### config.mk
export PLATFORM = sky130hd
export DESIGN_NAME = slc_cell
export DESIGN_NICKNAME = d
export VERILOG_FILES = /design/src/hdl/slc_pkg.sv /design/src/hdl/slc_cell.sv
export SDC_FILE = /design/constraint.sdc
export NUM_CORES = 1
export LEC_CHECK = 0
export ABC_AREA = 1
export BUFFER_PORTS_ARGS = -buffer_cell sky130_fd_sc_hd__buf_2
export CORE_MARGIN = 4
export CORE_UTILIZATION = 25
export CTS_CLUSTER_SIZE = 16
export DETAILED_ROUTE_END_ITERATION = 7
export GPL_TIMING_DRIVEN = 0
export SLEW_MARGIN = 20
export SYNTH_ARGS = -nofsm -noshare
export SYNTH_HDL_FRONTEND = slang
export SYNTH_SLANG_ARGS = --single-unit
### constraint.sdc
create_clock -name clk_i -period 7.9 [get_ports clk_i]
set_input_delay 1.185 -clock clk_i [delete_from_list [all_inputs] [get_ports clk_i]]
set_output_delay 1.185 -clock clk_i [all_outputs]
set_load 0.005 [all_outputs]
### src/hdl/slc_pkg.sv
// Shared types and codes for the sequential list engine.
package slc_pkg;

  // Widest index / count carried on the broadcast bus (store depth up to 1024)
  localparam int PTR_W = 11;

  // Operation codes on func_i
  localparam logic [2:0] FN_PUSH_FRONT = 3'd0;
  localparam logic [2:0] FN_PUSH_BACK  = 3'd1;
  localparam logic [2:0] FN_POP_FRONT  = 3'd2;
  localparam logic [2:0] FN_POP_BACK   = 3'd3;
  localparam logic [2:0] FN_INSERT     = 3'd4;
  localparam logic [2:0] FN_ERASE      = 3'd5;
  localparam logic [2:0] FN_FIND       = 3'd6;

  // Status codes on status_o
  localparam logic [2:0] ST_OK       = 3'd0;
  localparam logic [2:0] ST_FULL     = 3'd1;
  localparam logic [2:0] ST_EMPTY    = 3'd2;
  localparam logic [2:0] ST_BADPOS   = 3'd3;
  localparam logic [2:0] ST_NOTFOUND = 3'd4;

  // Action broadcast to every cell of the chain
  typedef enum logic [1:0] {
    CELL_HOLD  = 2'd0,
    CELL_OPEN  = 2'd1,
    CELL_CLOSE = 2'd2,
    CELL_FIND  = 2'd3
  } cell_op_e;

  typedef struct packed {
    cell_op_e           op;
    logic [PTR_W-1:0]   at;
    logic [PTR_W-1:0]   count;
  } cell_cmd_t;

endpackage

### src/hdl/slc_cell.sv
// One storage cell of the list chain: holds one entry, shifts with its neighbors.
module slc_cell #(
  parameter int WORD_BITS = 32,
  parameter int IDX       = 0
) (
  input  logic                  clk_i,
  input  slc_pkg::cell_cmd_t    cmd_i,
  input  logic [WORD_BITS-1:0]  word_i,
  input  logic [WORD_BITS-1:0]  left_i,
  input  logic [WORD_BITS-1:0]  right_i,
  output logic [WORD_BITS-1:0]  data_o,
  output logic                  match_o
);
  import slc_pkg::*;

  localparam logic [PTR_W-1:0] MY_IDX   = PTR_W'(IDX);
  localparam logic [PTR_W-1:0] NEXT_IDX = PTR_W'(IDX + 1);

  logic [WORD_BITS-1:0] entry_q, entry_d;
  logic                 match_q, match_d;

  // next entry: load, take from lower neighbor, take from upper neighbor, or hold
  always_comb begin
    entry_d = entry_q;
    match_d = match_q;
    unique case (cmd_i.op)
      CELL_OPEN: begin
        if (MY_IDX == cmd_i.at) begin
          entry_d = word_i;
        end else if (MY_IDX > cmd_i.at && MY_IDX <= cmd_i.count) begin
          entry_d = left_i;
        end
      end
      CELL_CLOSE: begin
        if (MY_IDX >= cmd_i.at && NEXT_IDX < cmd_i.count) begin
          entry_d = right_i;
        end
      end
      CELL_FIND: begin
        match_d = (entry_q == word_i) && (MY_IDX < cmd_i.count);
      end
      default: begin
      end
    endcase
  end

  // entry and match flag are payload: no reset
  always_ff @(posedge clk_i) begin
    entry_q <= entry_d;
    match_q <= match_d;
  end

  assign data_o  = entry_q;
  assign match_o = match_q;

endmodule

### Yosys cells after proc, flatten, opt, wreduce, memory -nomap -nowiden

Cells that the tools add are included.

* multiply operators: 0
* reductions and logical operators: 6
* multiplexer cells: 4
* equal/unequal tests: 6
* $add $sub $neg: 0
* shift-type cells: 0
* $lt $le $gt $ge: 5
* bitwise logic cells: 0
* divide/modulo/power cells: 0

Operators with widths (count)
* $mux 32: 3
* $pmux 32 s2: 1
* $eq 32x32->1: 1
* $lt 1x11->1 const A: 2
* $ge 1x11->1 const A: 1
* $gt 1x11->1 const A: 1
* $le 1x11->1 const A: 1
* $logic_not 11->1: 1
* $eq 2x2->1 const B: 2
* $logic_and 1x1->1: 3
* $ne 3x3->1 const B: 1
* $reduce_and 3->1: 1
* $eq 2x1->1 const B: 1
* $ne 2x2->1 const B: 1
* $reduce_bool 2->1: 1

* input bits: 121
* word-level logic and storage cells: 23
* flip-flop bits (word level): 33
* bits in latches: 0
* bits in writable memories: 0
* output and inout bits: 33
* bits in read-only memories: 0
* memories kept: 0

### Depth between registers and ports, before layout

Gate-level depths: netlist (run 1).

* depth in word-level cells: 5
* depth in mapped cells: 9
* mapped depth without buffers: 8

### Worst setup path before layout (run 1)

OpenSTA, ideal clock, no wires.

* path kind: input to register
* start: input port cmd_i[18] (netlist bit)
* end: register entry_q[0] (netlist: data_o[0]) (enable)
* arrival time: 3164 ps
* path slack: 4320 ps
* data required time: 7484 ps
* buffers on the path: 2
* setup time: 416 ps
* stages: 6
* cells stage by stage: nor3_1 nor2b_1 buf_2 nand2_4 buf_6 nor3_2

* longest elaborated chain between the ends: 4
* elaborated cells between the ends (all ways): 8
* classes of those cells: 2 x order compare; 2 x eq/ne; 4 x reduce/logical

RTL lines
* from (decl): RTL line slc_cell.sv:7 `input slc_pkg::cell_cmd_t cmd_i,`
* $gt 1x11->1 / $ge 1x11->1 (equally long branches): RTL line slc_cell.sv:30, slc_cell.sv:35
* $logic_and 1x1->1, on equally long branches: RTL line slc_cell.sv:30, slc_cell.sv:35
* $ne 3x3->1 (no line) / $ne 2x2->1 (equally long branches)
* $reduce_and 3->1 (no line) (*)
* to (signal assigned): RTL line slc_cell.sv:49 `entry_q <= entry_d;`
* to (decl): RTL line slc_cell.sv:19 `logic [WORD_BITS-1:0] entry_q, entry_d;`

Every way passes the cells marked *; elsewhere a longest branch is shown, timed or not.
A chain may end at the register's enable or synchronous reset.

### Worst setup path after layout (run 1)

* start: input port cmd_i[18] (netlist bit)
* end: register entry_q[20] (netlist: data_o[20]) (enable)

Same word-level chain as after synthesis.

==> impl_metrics.ini, run 1 <==
[clock_network]
htreeDepth = 2
cts.sinks = 33
clk_pin_slew_ns = 0.07
clk_path_buf_depth = 2
post_cts_resized = 0
cts_hold_repair.buffers = 0
cts_buffers = 5
post_cts_buffers = 0
insertion_delay_ns = 0.28
cts_tree = yes
clock-root-buffer = clkbuf_8

[logic_synthesis]
synth.largest_area_cell = edfxtp_1
mappedNetlistNets = 512
yosysUniqueCellTypes = 19
syn_avg_cell_area_um2 = 6.704
syn_inst = 391
seq_area_frac_synth_pct = 37.80
ys.warnings.count = 0
synth_area_leaders = edfxtp_1, nand2_1, inv_1, nand3_1, xor2_1
syn_area_um2 = 2621
ys_ff_latch = 33
yosysTopAreaCellShare_pct = 37.80

[sta]
setup_slack_ns = 4.979
fin_crit_ns = 2.921
skew_ns = 0.005241
slew-limit-headroom_pct = 53.36
slew_viol_final = 0
rsz0062_at_grt = no
setup_viol = 0
tightest_slew_ns = 0.6995
finalCritPeriodShare_pct = 36.98
fin_tns_setup_ns = 0
finalHoldViolations = 0
timing.fmax_mhz = 342.3

[route]
routedWlPerCell_um = 13.63
wl_met1_um = 4047
ant_nets = 0
top_layer = met4
finalWirelength_um = 9408
dr_wl_met2_um = 4663
drcViolationCount = 0
dr.first_iter.drc_count = 152
wl_met3_um = 660
viasPerCell = 4.200
vias = 2898
first_pass_iters = 4

[power]
pwr_density_cell_nw_per_um2 = 108.2
p_leak_nw = 2.081
peakVddDrop_mv = 0.04679

[floorplan]
core-area_um2 = 10280
ioPinCount = 154
fp.dieW_um = 110.4
die_h_um = 110.4
start_util_pct = 25.51
die_area_um2 = 12190
rows = 37

[finish]
register_area_um2 = 991.0
finalNetCount = 675
fill_cells = 1163
num_antenna_cells = 0
multi_input_area_um2 = 1285
layout-drive-gt1-share_pct = 31.41
syn2layout_area_growth_pct = 40.14

[worst_setup_path]
required_ns = 7.89
crit_path_frequent_cell = buf_6
crit_chain = buf_2 > nor3_1 > nor2b_1 > buf_2 > nand2_4 > buf_6 > nor3_4 > buf_6 > buf_6
reg2reg_depth = 6
path_max_fanout = 10
start_kind = input port
critical_path_class = in2reg
end_kind = flop
cp.arrival_ns = 2.91
worst_path_largest_cell_delay_ns = 0.47
slowest_stage = nor3_4

[placed_design]
dp_slack_ns = 4.636
gp_congestion = 0.7757
place_hpwl_um = 7467
portBuffers = 153

[global_route]
antenna_found_initial = 0
overflow = 0
first_global_vias = 2753
grt_max_degree = 11
grtUsageTotal_pct = 14.85
grt_pass1_wl_um = 13650

[hold_path]
hp-class = reg2reg
whs_path_depth = 7

[outcome]
status = finished, final reports clean

[flow_run]
maxCapViolCount = 0
[stage by stage]
step	util, %	hold WS [ns]	std cells	power, mW	area [um^2]
2_1_floorplan	-	0.8129	391	0.2352	2621
3_3_place_gp	34.61	0.8527	680	0.2768	3557
3_5_place_dp	35.00	0.8715	683	0.2785	3597
4_1_cts	35.74	0.8853	690	0.4053	3674
5_1_grt	35.74	0.9442	690	0.4197	3674
6_report	35.74	0.8776	690	0.3975	3674
[routing by layer]
metal	GRT usage [%]	vias up
li1	-	1524
met1	18.26	1269
met2	27.17	101
met3	2.796	4
met4	2.639	0
met5	0	-
[Yosys cell counts, drive strengths merged]
library cell,n
a21oi,1
buf,12
clkbuf,4
edfxtp,33
inv,66
nand2,158
nand3,48
nand3b,18
nor2,30
nor2b,1
nor3,2
nor3b,1
o21ai,1
xor2,16
[kinds of logic (layout without fill, tap and decap cells)]
logic type	count (synthesis)	count (layout)	synth area share, %
xor+xnor	16	16	5.346
simple gates	258	258	43.06
flops	33	33	37.80
buf+inv	82	245	13.41
compound gates	2	2	0.3815
[final cells by class]
| type | instances | share of cell area, % |
|---|---|---|
| tap | 136 | 4.632 |
| clock inverter | 1 | 0.1022 |
| clock buffer | 6 | 1.975 |
| multi-input combinational | 276 | 34.98 |
| buffer | 16 | 2.827 |
| timing repair buffer | 156 | 21.76 |
| sequential | 33 | 26.98 |
| inverter | 66 | 6.744 |
[power by group]
| part | internal [mW] | switching, mW |
|---|---|---|
| sequential | 0.194 | 0.0000552 |
| clock | 0.0595 | 0.0640 |
| combinational | 0.0388 | 0.0410 |
[flip-flops by register name, indices dropped and copies added (netlist names)]
signal / flops
data_o: 32
match_o: 1
[worst paths after layout]
path | startpoint | to | slack (ns)
max | cmd_i[18] | data_o[20]$_DFFE_PP_ | 4.98
max reg2reg | data_o[31]$_DFFE_PP_ | match_o$_DFFE_PN_ | 6.61
min reg2reg | data_o[28]$_DFFE_PP_ | match_o$_DFFE_PN_ | 0.88
min | data_o[28]$_DFFE_PP_ | match_o$_DFFE_PN_ | 0.88
[critical path, delay by kind of cell]
family / cells / cell delay (ns)
buf+inv: 5 / 0.85
simple gates: 4 / 0.87
[layout by cell type (no fill, tap or decap)]
cell / synthesis / routed
buf_2: 2 / 155
nor3_4: 0 / 1
clkbuf_8: 0 / 5
nand3b_1: 18 / 18
xor2_1: 16 / 16
buf_4: 5 / 5
nand3_1: 48 / 48
nor3b_4: 1 / 1
clkbuf_1: 4 / 5
edfxtp_1: 33 / 33
inv_1: 66 / 66
buf_6: 3 / 6
nand2_1: 157 / 157
nand2_4: 1 / 1
clkinv_1: 0 / 1
nor2_1: 30 / 30
o21ai_0: 1 / 1
nor3_1: 1 / 1
buf_1: 2 / 2
a21oi_1: 1 / 1
nor2b_1: 1 / 1
Power figures use the tool's default switching activity.
==> inputs of run 2 (changes only) <==
clock period = 2.6 ns   (was 7.9 ns; I/O delays follow)
==> run 2 against run 1 <==
  * Hold slack worse by 0.51 ns
  * Utilization hardly changed
  * Clock power grew to 3.2 times the previous value
  * Sequential share of layout area hardly changed
  * Power grew to 3.1 times the previous value
  * Clock skew is 0.00085 ns higher
  * Wire length is 0.55% higher
  * Critical path depth is 1 lower
  * Critical path type unchanged
==> impl_metrics.ini, run 2 (same netlist as run 1, synthesis figures left out) <==
[worst_setup_path]
end_kind = flop
start_kind = input port
cp.arrival_ns = 1.90
required_ns = 2.59
ff2ff_setup_slack_ns = 1.35
reg2reg_depth = 6
critical_path_class = in2reg
path_max_fanout = 14

[sta]
tightest_slew_ns = 0.6435
setup_viol = 0
rsz0062_at_grt = no
fin_tns_setup_ns = 0
skew_ns = 0.006093
fin_crit_ns = 1.915
timing.fmax_mhz = 522.1
finalHoldViolations = 0
slew_viol_final = 0
finalCritPeriodShare_pct = 73.66
slew-limit-headroom_pct = 57.10

[clock_network]
cts_tree = yes
cts_hold_repair.buffers = 0
htreeDepth = 2
post_cts_buffers = 0
clk_path_buf_depth = 2
cts_buffers = 5
clock-root-buffer = clkbuf_8
post_cts_resized = 0
insertion_delay_ns = 0.29
clk_pin_slew_ns = 0.08
cts.sinks = 33

[finish]
finalNetCount = 674
fill_cells = 1163
finalInstanceArea_um2 = 3670
final_cell_mix = nand2_1, buf_2, inv_1
final_common_cell = nand2_1
largest_reg_flops = 32
num_antenna_cells = 0
syn2layout_area_growth_pct = 40.00
layout-drive-gt1-share_pct = 31.23

[placed_design]
portBuffers = 153
place_hpwl_um = 7561
post_dp_cell_area_um2 = 3590
gp_congestion = 0.7984

[global_route]
antenna_found_initial = 1
overflow = 0
grt_pass1_wl_um = 13990
first_global_vias = 2833
grtUsageTotal_pct = 15.22
grt_max_degree = 15

[floorplan]
fp.dieW_um = 110.4
core-area_um2 = 10280
die_h_um = 110.4
ioPinCount = 154
die_area_um2 = 12190
rows = 37
start_util_pct = 25.51

[power]
p_leak_nw = 2.077
p_sw_mw = 0.3242
p_int_mw = 0.8981
pwr_density_cell_nw_per_um2 = 333.1
clkPwrFrac_pct = 32.0
netSwitchingFraction_pct = 26.52
peakVddDrop_mv = 0.1748
pwr-share-comb_pct = 19.8
seq_power_share_pct = 48.2

[route]
drcViolationCount = 0
vias = 2957
first_pass_iters = 4
routedWlPerCell_um = 13.71
finalWirelength_um = 9460
ant_nets = 0
dr.first_iter.drc_count = 189
viasPerCell = 4.286

[outcome]
status = finished, final reports clean

[flow_run]
maxCapViolCount = 0

[hold_path]
hp-class = in2reg
whs_path_depth = 3
-- run 2: layout make-up --
class	count	area, um^2	area share, %
Multi-Input combinational cell	276	1285	35.02
Tap cell	136	170.2	4.637
Buffer	16	103.9	2.830
Sequential cell	33	991.0	27.00
Clock buffer	8	80.08	2.182
Inverter	66	247.7	6.751
Timing Repair Buffer	155	792.0	21.58
-- run 2: worst paths after layout --
kind / to / startpoint
worst max-delay path: data_o[2]$_DFFE_PP_ / cmd_i[18]
worst min-delay path: data_o[22]$_DFFE_PP_ / right_i[22]
worst max register to register: match_o$_DFFE_PN_ / data_o[31]$_DFFE_PP_
worst min register to register: match_o$_DFFE_PN_ / data_o[3]$_DFFE_PP_
-- run 2: power by group through the flow --
stage	clock, mW	sequential (mW)	combinational, mW
3_5_place_dp	0	0.602	0.244
5_1_grt	0.426	0.589	0.278
6_report	0.391	0.590	0.242
3_3_place_gp	0	0.602	0.239
4_1_cts	0.409	0.590	0.245
2_1_floorplan	0	0.602	0.113
-- run 2: per-layer routing --
| layer | wire, um | share of wire, % | track usage [%] | vias to the layer above |
|---|---|---|---|---|
| met3 | 778 | 8.2 | 3.844 | 8 |
| met2 | 4633 | 49 | 27.82 | 109 |
| met5 | 13 | 0.14 | 0 | - |
| met4 | 46 | 0.49 | 2.902 | 2 |
| met1 | 3987 | 42 | 18.05 | 1316 |
| li1 | - | - | - | 1522 |
-- run 2: worst max-delay path, stage by stage --
cell	delay [ns]
buf_2	0.10
nor3_1	0.15
nor2b_1	0.14
buf_2	0.19
nand2_4	0.10
buf_6	0.17
nor3_4	0.38
buf_6	0.25
-- run 2: through the flow --
| stage | utilization (%) | power, mW | setup WS, ns | hold WS (ns) | instances |
|---|---|---|---|---|---|
| 2_1_floorplan | - | 0.7151 | 0.2989 | 0.5759 | 391 |
| 3_3_place_gp | 34.67 | 0.8408 | -0.4558 | 0.6589 | 680 |
| 3_5_place_dp | 34.93 | 0.8455 | 0.3662 | 0.6653 | 682 |
| 4_1_cts | 35.71 | 1.244 | 0.6732 | 0.3539 | 690 |
| 5_1_grt | 35.71 | 1.293 | 0.5771 | 0.3621 | 690 |
| 6_report | 35.71 | 1.222 | 0.6848 | 0.3660 | 690 |
